`config.mk`:
```
export PLATFORM = sky130hd
export DESIGN_NAME = garbled_text_window_scorer_flat
export DESIGN_NICKNAME = d
export VERILOG_FILES = /design/src/rtl/gtws_pkg.sv /design/src/rtl/gtws_in_if.sv /design/src/rtl/gtws_out_if.sv /design/src/rtl/gtws_front.sv /design/src/rtl/gtws_count.sv /design/src/rtl/garbled_text_window_scorer.sv /design/src/flat_wrapper.sv
export SDC_FILE = /design/constraint.sdc
export NUM_CORES = 1
export LEC_CHECK = 0
export BUFFER_PORTS_ARGS = -buffer_cell sky130_fd_sc_hd__buf_4
export CAP_MARGIN = 15
export CORE_MARGIN = 2
export CORE_UTILIZATION = 59
export CTS_CLUSTER_DIAMETER = 120
export DETAILED_ROUTE_END_ITERATION = 6
export PLACE_DENSITY = 0.9
export RECOVER_POWER = 25
export SETUP_SLACK_MARGIN = 0.02
export SYNTH_ARGS = -nofsm -noshare
export SYNTH_HDL_FRONTEND = slang
export SYNTH_SLANG_ARGS = --single-unit
```
`constraint.sdc`:
```
create_clock -name clk -period 7.59 [get_ports clk]
set_input_delay 1.518 -clock clk [delete_from_list [all_inputs] [get_ports clk]]
set_output_delay 1.518 -clock clk [all_outputs]
set_load 0.005 [all_outputs]
```
`src/rtl/gtws_pkg.sv`:
```
`default_nettype none
package gtws_pkg;

  localparam int WINDOW_DEF     = 10;
  localparam int COUNT_BITS_DEF = 16;

  localparam int BYTE_W = 8;
  localparam int THR_W  = 6;
  localparam int OUT_W  = 16;

  localparam logic [THR_W-1:0] THR_RESET = THR_W'(3);

  localparam logic [BYTE_W-1:0] CH_UPPER_A = 8'h41;
  localparam logic [BYTE_W-1:0] CH_UPPER_Z = 8'h5A;
  localparam logic [BYTE_W-1:0] CH_LOWER_A = 8'h61;
  localparam logic [BYTE_W-1:0] CH_LOWER_Z = 8'h7A;
  localparam logic [BYTE_W-1:0] CH_ZERO    = 8'h30;
  localparam logic [BYTE_W-1:0] CH_NINE    = 8'h39;
  localparam logic [BYTE_W-1:0] CH_SPACE   = 8'h20;
  localparam logic [BYTE_W-1:0] CH_TAB     = 8'h09;
  localparam logic [BYTE_W-1:0] CH_CR      = 8'h0D;
  localparam logic [BYTE_W-1:0] CH_GT      = 8'h3E;

  // Marks produced for one processed byte: at most two pushes into the history.
  typedef struct packed {
    logic push1;
    logic mark1;
    logic push2;
    logic mark2;
    logic last;
  } marks_t;

  typedef struct packed {
    logic [OUT_W-1:0] hit_windows;
    logic [OUT_W-1:0] text_length;
    logic             count_saturated;
  } result_t;

  function automatic logic is_alpha(logic [BYTE_W-1:0] c);
    return ((c >= CH_UPPER_A) && (c <= CH_UPPER_Z)) ||
           ((c >= CH_LOWER_A) && (c <= CH_LOWER_Z));
  endfunction

  function automatic logic is_digit(logic [BYTE_W-1:0] c);
    return (c >= CH_ZERO) && (c <= CH_NINE);
  endfunction

  function automatic logic is_space(logic [BYTE_W-1:0] c);
    return (c == CH_SPACE) || ((c >= CH_TAB) && (c <= CH_CR));
  endfunction

  function automatic logic is_good(logic [BYTE_W-1:0] c);
    return is_alpha(c) || is_digit(c) || is_space(c) || (c == CH_GT);
  endfunction

  function automatic logic mark_of(logic [BYTE_W-1:0] cur, logic [BYTE_W-1:0] nxt,
                                   logic has_third, logic [BYTE_W-1:0] third);
    logic alpha_case;
    logic digit_case;
    alpha_case = (is_alpha(cur) || is_space(cur)) && !is_good(nxt);
    digit_case = is_digit(cur) && !is_good(nxt) && has_third && !is_digit(third);
    return alpha_case || digit_case;
  endfunction

endpackage
`default_nettype wire

```
`src/rtl/gtws_in_if.sv`:
```
`default_nettype none
interface gtws_in_if;
  logic                          valid;
  logic                          ready;
  logic [gtws_pkg::BYTE_W-1:0]   text_byte;
  logic                          is_last;

  modport source (output valid, output text_byte, output is_last, input ready);
  modport sink   (input valid, input text_byte, input is_last, output ready);
endinterface
`default_nettype wire

```
`src/rtl/gtws_out_if.sv`:
```
`default_nettype none
interface gtws_out_if;
  logic                         valid;
  logic                         ready;
  logic [gtws_pkg::OUT_W-1:0]   hit_windows;
  logic [gtws_pkg::OUT_W-1:0]   text_length;
  logic                         count_saturated;

  modport source (output valid, output hit_windows, output text_length,
                  output count_saturated, input ready);
  modport sink   (input valid, input hit_windows, input text_length,
                  input count_saturated, output ready);
endinterface
`default_nettype wire

```
`src/rtl/gtws_front.sv`:
```
`default_nettype none
// Holds the two previous bytes and works out the marks that the current byte settles.
module gtws_front (
  input  wire logic                        clk,
  input  wire logic                        rst,
  input  wire logic                        step,
  input  wire logic [gtws_pkg::BYTE_W-1:0] text_byte,
  input  wire logic                        is_last,
  output gtws_pkg::marks_t                 marks
);

  logic [gtws_pkg::BYTE_W-1:0] prev2;
  logic [gtws_pkg::BYTE_W-1:0] prev1;
  logic [1:0]                  held;

  always_comb begin
    marks.push1 = held[1];
    marks.mark1 = gtws_pkg::mark_of(prev2, prev1, 1'b1, text_byte);
    marks.push2 = is_last && (held != 2'd0);
    marks.mark2 = gtws_pkg::mark_of(prev1, text_byte, 1'b0, text_byte);
    marks.last  = is_last;
  end

  always_ff @(posedge clk) begin
    if (rst) begin
      held  <= 2'd0;
      prev2 <= '0;
      prev1 <= '0;
    end else if (step) begin
      if (is_last) begin
        held  <= 2'd0;
        prev2 <= '0;
        prev1 <= '0;
      end else begin
        prev2 <= prev1;
        prev1 <= text_byte;
        if (!held[1]) begin
          held <= held + 2'd1;
        end
      end
    end
  end

endmodule
`default_nettype wire

```
`src/rtl/gtws_count.sv`:
```
`default_nettype none
// Mark history with a running window sum, hit counter and length counter.
module gtws_count #(
  parameter int WINDOW     = gtws_pkg::WINDOW_DEF,
  parameter int COUNT_BITS = gtws_pkg::COUNT_BITS_DEF
) (
  input  wire logic                       clk,
  input  wire logic                       rst,
  input  wire logic                       step,
  input  wire gtws_pkg::marks_t           marks,
  input  wire logic [gtws_pkg::THR_W-1:0] hit_threshold,
  output gtws_pkg::result_t               result
);

  localparam int SUM_W = $clog2(WINDOW + 1);
  localparam logic [COUNT_BITS-1:0] CNT_MAX   = {COUNT_BITS{1'b1}};
  localparam logic [COUNT_BITS-1:0] FULL_ONE  = COUNT_BITS'(WINDOW + 1);
  localparam logic [COUNT_BITS-1:0] FULL_TWO  = COUNT_BITS'(WINDOW);

  logic [WINDOW-1:0]     history;
  logic [SUM_W-1:0]      win_sum;
  logic [COUNT_BITS-1:0] pos;
  logic [COUNT_BITS-1:0] hits;
  logic                  sat;

  logic [WINDOW-1:0]     hist1, history_next;
  logic [SUM_W-1:0]      sum1, win_sum_next;
  logic                  hit_a, hit_b;
  logic [COUNT_BITS:0]   hits_sum;
  logic [COUNT_BITS-1:0] hits_next, pos_next;
  logic                  sat_next;

  always_comb begin
    // First push: mark for the byte two places back.
    hist1 = history;
    sum1  = win_sum;
    if (marks.push1) begin
      hist1 = {history[WINDOW-2:0], marks.mark1};
      sum1  = win_sum + SUM_W'(marks.mark1) - SUM_W'(history[WINDOW-1]);
    end
    hit_a = marks.push1 && (pos >= FULL_ONE) &&
            (gtws_pkg::THR_W'(sum1) > hit_threshold);

    // Second push, only on the last byte: mark for the last but one byte.
    history_next = hist1;
    win_sum_next = sum1;
    if (marks.push2) begin
      history_next = {hist1[WINDOW-2:0], marks.mark2};
      win_sum_next = sum1 + SUM_W'(marks.mark2) - SUM_W'(hist1[WINDOW-1]);
    end
    hit_b = marks.push2 && (pos >= FULL_TWO) &&
            (gtws_pkg::THR_W'(win_sum_next) > hit_threshold);

    hits_sum = {1'b0, hits} + (COUNT_BITS+1)'(hit_a) + (COUNT_BITS+1)'(hit_b);
    sat_next = sat;
    if (hits_sum > {1'b0, CNT_MAX}) begin
      hits_next = CNT_MAX;
      sat_next  = 1'b1;
    end else begin
      hits_next = hits_sum[COUNT_BITS-1:0];
    end

    if (pos == CNT_MAX) begin
      pos_next = pos;
      sat_next = 1'b1;
    end else begin
      pos_next = pos + COUNT_BITS'(1);
    end

    result.hit_windows     = gtws_pkg::OUT_W'(hits_next);
    result.text_length     = gtws_pkg::OUT_W'(pos_next);
    result.count_saturated = sat_next;
  end

  always_ff @(posedge clk) begin
    if (rst) begin
      history <= '0;
      win_sum <= '0;
      pos     <= '0;
      hits    <= '0;
      sat     <= 1'b0;
    end else if (step) begin
      if (marks.last) begin
        history <= '0;
        win_sum <= '0;
        pos     <= '0;
        hits    <= '0;
        sat     <= 1'b0;
      end else begin
        history <= history_next;
        win_sum <= win_sum_next;
        pos     <= pos_next;
        hits    <= hits_next;
        sat     <= sat_next;
      end
    end
  end

endmodule
`default_nettype wire

```
`src/rtl/garbled_text_window_scorer.sv`:
```
`default_nettype none
// Garbled text window scorer.
// Text enters on text_in one byte per word, with is_last set on the final byte.
// Each byte is registered on acceptance; a byte other than the last is processed
// in the following cycle, so one word can be accepted in every cycle unless a
// last byte waits in the input register. When the last byte is processed, one
// word is registered and appears on result_out: the number of windows whose
// suspicious-mark count exceeded hit_threshold, the text length and a
// saturation flag. The ratio of hits to length is left to software.
// The result sits in an output register; while it waits, further bytes of the
// next text keep flowing in. Only a second last byte stalls text_in, and only
// until the pending result has been taken.
// Reset clears all text state and sets hit_threshold to 3. hit_threshold is
// written through cfg_wr_en and cfg_wr_data, only while the block is idle: a
// rule for the user that the block itself does not enforce. The new value
// applies to every window completed afterwards. After each result the text
// state returns to its reset value, so the next byte begins a new text.
module garbled_text_window_scorer #(
  parameter int WINDOW     = gtws_pkg::WINDOW_DEF,
  parameter int COUNT_BITS = gtws_pkg::COUNT_BITS_DEF
) (
  input  wire logic                       clk,
  input  wire logic                       rst,
  input  wire logic                       cfg_wr_en,
  input  wire logic [gtws_pkg::THR_W-1:0] cfg_wr_data,
  gtws_in_if.sink                         text_in,
  gtws_out_if.source                      result_out
);

  // Configuration register.
  logic [gtws_pkg::THR_W-1:0] hit_threshold;

  always_ff @(posedge clk) begin
    if (rst) begin
      hit_threshold <= gtws_pkg::THR_RESET;
    end else if (cfg_wr_en) begin
      hit_threshold <= cfg_wr_data;
    end
  end

  // Input register. A byte moves on unless it is a last byte and the output
  // register still holds a result that is not being taken this cycle.
  logic                        s1_valid;
  logic [gtws_pkg::BYTE_W-1:0] s1_byte;
  logic                        s1_last;
  logic                        s1_go;
  logic                        in_take;

  assign s1_go         = s1_valid && (!s1_last || !result_out.valid || result_out.ready);
  assign text_in.ready = !s1_valid || s1_go;
  assign in_take       = text_in.valid && text_in.ready;

  always_ff @(posedge clk) begin
    if (rst) begin
      s1_valid <= 1'b0;
    end else if (in_take) begin
      s1_valid <= 1'b1;
    end else if (s1_go) begin
      s1_valid <= 1'b0;
    end
  end

  always_ff @(posedge clk) begin
    if (in_take) begin
      s1_byte <= text_in.text_byte;
      s1_last <= text_in.is_last;
    end
  end

  // Byte classification and marks, then the window and counter state.
  gtws_pkg::marks_t  marks;
  gtws_pkg::result_t result;

  gtws_front u_front (
    .clk       (clk),
    .rst       (rst),
    .step      (s1_go),
    .text_byte (s1_byte),
    .is_last   (s1_last),
    .marks     (marks)
  );

  gtws_count #(
    .WINDOW     (WINDOW),
    .COUNT_BITS (COUNT_BITS)
  ) u_count (
    .clk           (clk),
    .rst           (rst),
    .step          (s1_go),
    .marks         (marks),
    .hit_threshold (hit_threshold),
    .result        (result)
  );

  // Output register.
  logic              out_valid;
  gtws_pkg::result_t out_data;
  logic              out_load;

  assign out_load = s1_go && s1_last;

  always_ff @(posedge clk) begin
    if (rst) begin
      out_valid <= 1'b0;
    end else if (out_load) begin
      out_valid <= 1'b1;
    end else if (result_out.ready) begin
      out_valid <= 1'b0;
    end
  end

  always_ff @(posedge clk) begin
    if (out_load) begin
      out_data <= result;
    end
  end

  assign result_out.valid           = out_valid;
  assign result_out.hit_windows     = out_data.hit_windows;
  assign result_out.text_length     = out_data.text_length;
  assign result_out.count_saturated = out_data.count_saturated;

`ifndef NO_ASSERTIONS
  // A byte that is not the last never waits in the input register.
  a_mid_byte_flows: assert property (@(posedge clk) disable iff (rst)
    s1_valid && !s1_last |-> s1_go)
    else $error("mid-text byte stalled in input register");

  // A pending result is never overwritten before it has been taken.
  a_no_overwrite: assert property (@(posedge clk) disable iff (rst)
    out_valid && !result_out.ready |-> !out_load)
    else $error("pending result overwritten");

  // Processing a last byte presents a result in the next cycle.
  a_last_gives_result: assert property (@(posedge clk) disable iff (rst)
    out_load |=> out_valid)
    else $error("last byte processed without result");
`endif

endmodule
`default_nettype wire

```
`src/flat_wrapper.sv`:
```
// flat-port wrapper written by rule: the top's interface ports become plain ports
module garbled_text_window_scorer_flat 
#(
  parameter int WINDOW     = gtws_pkg::WINDOW_DEF,
  parameter int COUNT_BITS = gtws_pkg::COUNT_BITS_DEF
)
  (clk, rst, cfg_wr_en, cfg_wr_data, text_in_valid, text_in_text_byte, text_in_is_last, text_in_ready, result_out_valid, result_out_hit_windows, result_out_text_length, result_out_count_saturated, result_out_ready);
  gtws_in_if text_in_i ();
  gtws_out_if result_out_i ();
  input  wire logic clk;
  input  wire logic rst;
  input  wire logic cfg_wr_en;
  input  wire logic [gtws_pkg::THR_W-1:0] cfg_wr_data;
  input wire logic [$bits(text_in_i.valid)-1:0] text_in_valid;
  input wire logic [$bits(text_in_i.text_byte)-1:0] text_in_text_byte;
  input wire logic [$bits(text_in_i.is_last)-1:0] text_in_is_last;
  output wire logic [$bits(text_in_i.ready)-1:0] text_in_ready;
  output wire logic [$bits(result_out_i.valid)-1:0] result_out_valid;
  output wire logic [$bits(result_out_i.hit_windows)-1:0] result_out_hit_windows;
  output wire logic [$bits(result_out_i.text_length)-1:0] result_out_text_length;
  output wire logic [$bits(result_out_i.count_saturated)-1:0] result_out_count_saturated;
  input wire logic [$bits(result_out_i.ready)-1:0] result_out_ready;
  assign text_in_i.valid = text_in_valid;
  assign text_in_i.text_byte = text_in_text_byte;
  assign text_in_i.is_last = text_in_is_last;
  assign text_in_ready = text_in_i.ready;
  assign result_out_valid = result_out_i.valid;
  assign result_out_hit_windows = result_out_i.hit_windows;
  assign result_out_text_length = result_out_i.text_length;
  assign result_out_count_saturated = result_out_i.count_saturated;
  assign result_out_i.ready = result_out_ready;
  garbled_text_window_scorer #(.WINDOW(WINDOW), .COUNT_BITS(COUNT_BITS)) u_core (.clk(clk), .rst(rst), .cfg_wr_en(cfg_wr_en), .cfg_wr_data(cfg_wr_data), .text_in(text_in_i), .result_out(result_out_i));
endmodule
```
==> results by group <==
Worst setup path
  – Worst EP arrival: 7520 ps
  – R2R setup slack: 540 ps
  – WP buf/inv: 2
  – Critical R2R Capture: u_core.u_count.hits[0]$_SDFFE_PP0P_
  – Critical R2R Launch: u_core.u_front.prev1[1]$_SDFFE_PP0P_
  – CP required: 8060 ps
  – Worst Setup SP: u_core.u_front.prev1[1]$_SDFFE_PP0P_
  – Worst setup path class: reg2reg
  – Crit. path cell count: 27
  – Crit path capture type: flip-flop
  – Delay-heaviest family, CP: simple AND/OR/NAND/NOR gates
  – Largest stage delay on the critical path: 640 ps
  – R2R depth: 27
  – Critical path endpoint: u_core.u_count.hits[0]$_SDFFE_PP0P_
  – CP max FO: 14
  – Crit-path slowest cell: or3_1
  – Critical path launch point type: flip-flop

Power
  – Internal power: 0.00110 W
  – Final Power: 0.00144 W
  – Maximum vdd drop: 0.000149 V
  – Sw Share: 23.2%
  – Leak pwr: 2.59 nW
  – Logic pwr share: 4.5%
  – Cell Pwr Density: 211 nW/um^2
  – Switch Pwr: 0.000333 W
  – Clk pwr share: 49.5%
  – Part of the power in registers: 46.0%

Drt
  – Antenna Violating Nets Remaining: 0
  – Vias: 5079
  – Starting DRT DRC Count: 370
  – Pre-antenna DRT Iters: 5
  – Final wirelength: 13600 um
  – Drt wl/cell: 16.6 um
  – DRC violations left: 0
  – Vias per cell: 6.21

Flow run
  – Max-cap violations: 1

Floorplan
  – Effective utilization at floorplan: 60.2%
  – IO Count: 55
  – Core area: 9680 um^2
  – Die height: 103 um
  – Die Span X: 103 um
  – Row Count: 36
  – Area of the die: 10700 um^2

STA
  – Slew headroom: -55.7%
  – Setup_tns: 0 ps
  – Final-report setup violation count: 0
  – Period minus WS final: 7050 ps
  – Fin Clk Skew: 7.77 ps
  – RSZ-0062 raised after global routing: no
  – Final Cycle Share: 92.8%
  – Max Fclk: 0.142 GHz
  – Final Hold Vio Count: 0
  – Worst Max-Slew Pin Slew: 2340 ps
  – Max-slew violation count: 53

Synthesis
  – Top-area cell type share of the netlist area: 25.1%
  – Syn_nets: 672
  – Flops & latches, synth: 115
  – Synth warn: 0
  – Mapped Cells: 630
  – Seq/Total Area, Yosys: 46.7%
  – Post-synth EDFFs: 42
  – Synth unique cells: 66
  – Main synth FF type: dfxtp_1
  – Syn Area/Cell: 9.25 um^2
  – Largest area contributor in the netlist: dfxtp_1
  – Synth top area cells: dfxtp_1 25%, edfxtp_1 22%, a21oi_1 4.7%, ha_1 4.1%, nand2_1 3.9%
  – Synth Cell Area: 5830 um^2
  – Asr flop ratio synth: 0%

Clock network
  – CTS tree: built
  – CTS buffer count: 17
  – Longest Clk Path Bufs: 2
  – Clock Latency Late Sink: 530 ps
  – H-tree depth: 4
  – Clk root buf: clkbuf_8
  – Clk sink count: 115
  – Clk slew on worst S/H paths: 60 ps

GRT
  – First-pass GRT wire length: 22700 um
  – Number of global-route vias before repair: 4827
  – Initial antenna violation count: 0
  – Largest net degree at the start of global routing: 53
  – GRT Overall Usage: 27.3%
  – Total gr overflow: 0

Layout
  – Fillers: 723
  – Final Util: 70.2%
  – Layout cells sized above 1: 15.2%
  – Reg area: 2720 um^2
  – NumNets Final: 714
  – Layout Area Growth over Synthesis: 16.6%
  – Multi-input gate area: 2850 um^2
  – # diodes: 0

Outcome
  – Status: finished, violations left
  – Violated checks: max-capacitance violations, max-slew violations

Placement
  – Final Wtd Congestion: 0.923
  – Post-DP HPWL: 9130 um
  – Port Buffers: 54

Min path
  – Hold WC Path Type: reg2reg
-- layout by cell type (no fill, tap or decap), types with 3 or more instances in the layout --
cell,Yosys,final
o21ai_0,36,37
a21oi_1,55,56
a22o_1,7,7
xnor2_1,14,14
mux2i_1,9,9
mux2_2,7,5
a31o_2,3,3
clkinvlp_4,0,6
nand2_1,61,61
nor2b_1,7,7
dfxtp_1,73,73
clkbuf_16,0,16
nand4_1,8,8
a22oi_1,13,13
clkbuf_4,0,9
inv_1,26,26
nor3_1,11,12
a31oi_1,8,8
nor3b_1,3,3
nand2b_1,7,7
fa_1,3,3
ha_1,19,19
nand3b_1,5,5
clkinv_2,0,6
edfxtp_1,42,42
nor2_1,53,53
and3_1,7,7
xor2_1,9,9
a211oi_1,5,5
or3_1,4,4
nand3_1,41,41
o21a_1,3,3
buf_4,0,48
a21o_1,5,5
nor4_1,3,4
-- cells by family (layout without fill, tap and decap cells) --
logic type               count (synthesis)  after routing  synth area share [%]
adder cells (fa/ha/maj)                 22             22                  5.11
AO/OA/AOI/OAI                          164            164                  18.2
AND/OR/NAND/NOR                        228            228                  19.4
buffers and inverters                   62            117                  4.25
flip-flops                             115            115                  46.7
multiplexers                            16             16                  2.90
XOR/XNOR                                23             23                  3.46
-- repair_timing --
| item | 4_1_cts | 5_1_grt |
|---|---|---|
| setup buffers | 0 | 0 |
| endpoints found under the setup margin | 0 | 5 |
| hold buffers | 0 | 0 |
| resized for setup | 0 | 1 |
-- through the flow --
stage / hold WS, ps / setup WS (ps) / instance area (um^2) / cells
after CTS: 485 / 466 / 6820 / 818
final: 485 / 545 / 6800 / 818
after floorplan: 443 / 1360 / 5830 / 630
after global placement: 456 / 809 / 6280 / 785
after detailed placement: 473 / 532 / 6290 / 786
after global routing: 504 / 90.1 / 6800 / 818
-- flip-flops by register name, summed over array words and instances (netlist names), 2 cells and up --
register	cells
u_core.s1_byte	8
u_core.hit_threshold	6
u_core.result_out.hit_windows	16
u_core.u_front.prev2	8
u_core.result_out.text_length	16
u_core.u_front.prev1	8
u_core.u_front.held	2
u_core.u_count.hits	16
u_core.u_count.win_sum	4
u_core.u_count.pos	16
u_core.u_count.history	10
-- cells in the mapped netlist, types with 13 or more instances --
master     n
dfxtp_1   73
edfxtp_1  42
ha_1      19
clkbuf_1  21
a22oi_1   13
o21ai_0   36
nor2_1    53
xnor2_1   14
nand3_1   41
inv_1     26
a21oi_1   55
nand2_1   61
-- tightest hold or removal path, stage by stage, from the launching register on --
cell,delay [ps]
dfxtp_1,320
nand2_1,60
a21oi_1,60
-- power by group through the flow --
stage | Sequential [W] | Clock (W) | Combinational, W
floorplan | 0.000668 | 0 | 0.0000415
global placement | 0.000672 | 0 | 0.0000606
detailed placement | 0.000672 | 0 | 0.0000636
CTS | 0.000659 | 0.000713 | 0.0000644
global route | 0.000661 | 0.000742 | 0.0000718
finish | 0.000660 | 0.000710 | 0.0000649
-- area by class of cell --
| class | instances | area share (%) |
|---|---|---|
| Inverter | 27 | 1.49 |
| Sequential cell | 115 | 40.0 |
| Clock buffer | 18 | 6.15 |
| Timing Repair Buffer | 58 | 6.35 |
| Tap cell | 133 | 2.45 |
| Clock inverter | 14 | 1.67 |
| Multi-Input combinational cell | 453 | 41.9 |
-- worst min-delay path by stage --
stage                     slack [ps]  cells past startpoint                                    from                                      to
after detailed placement         470                      2  u_core.u_count.history[9]$_SDFFE_PP0P_  u_core.u_count.history[9]$_SDFFE_PP0P_
after CTS                        490                      2  u_core.u_count.history[9]$_SDFFE_PP0P_  u_core.u_count.history[9]$_SDFFE_PP0P_
after global routing             500                      2  u_core.u_count.history[9]$_SDFFE_PP0P_  u_core.u_count.history[9]$_SDFFE_PP0P_
after global placement           460                      2  u_core.u_count.win_sum[3]$_SDFFE_PP0P_  u_core.u_count.win_sum[3]$_SDFFE_PP0P_
final                            480                      2  u_core.u_count.history[9]$_SDFFE_PP0P_  u_core.u_count.history[9]$_SDFFE_PP0P_
after floorplan                  440                      2  u_core.u_count.win_sum[3]$_SDFFE_PP0P_  u_core.u_count.win_sum[3]$_SDFFE_PP0P_
-- metal layers --
layer	up-vias	part of all wire, %	GRT usage [%]
li1	2389	-	-
met1	2408	40	32.7
met2	234	49	45.9
met3	48	7.9	5.65
met4	0	3.2	15.2
met5	-	0	0
Note: power is estimated with default switching activity, not from simulation.
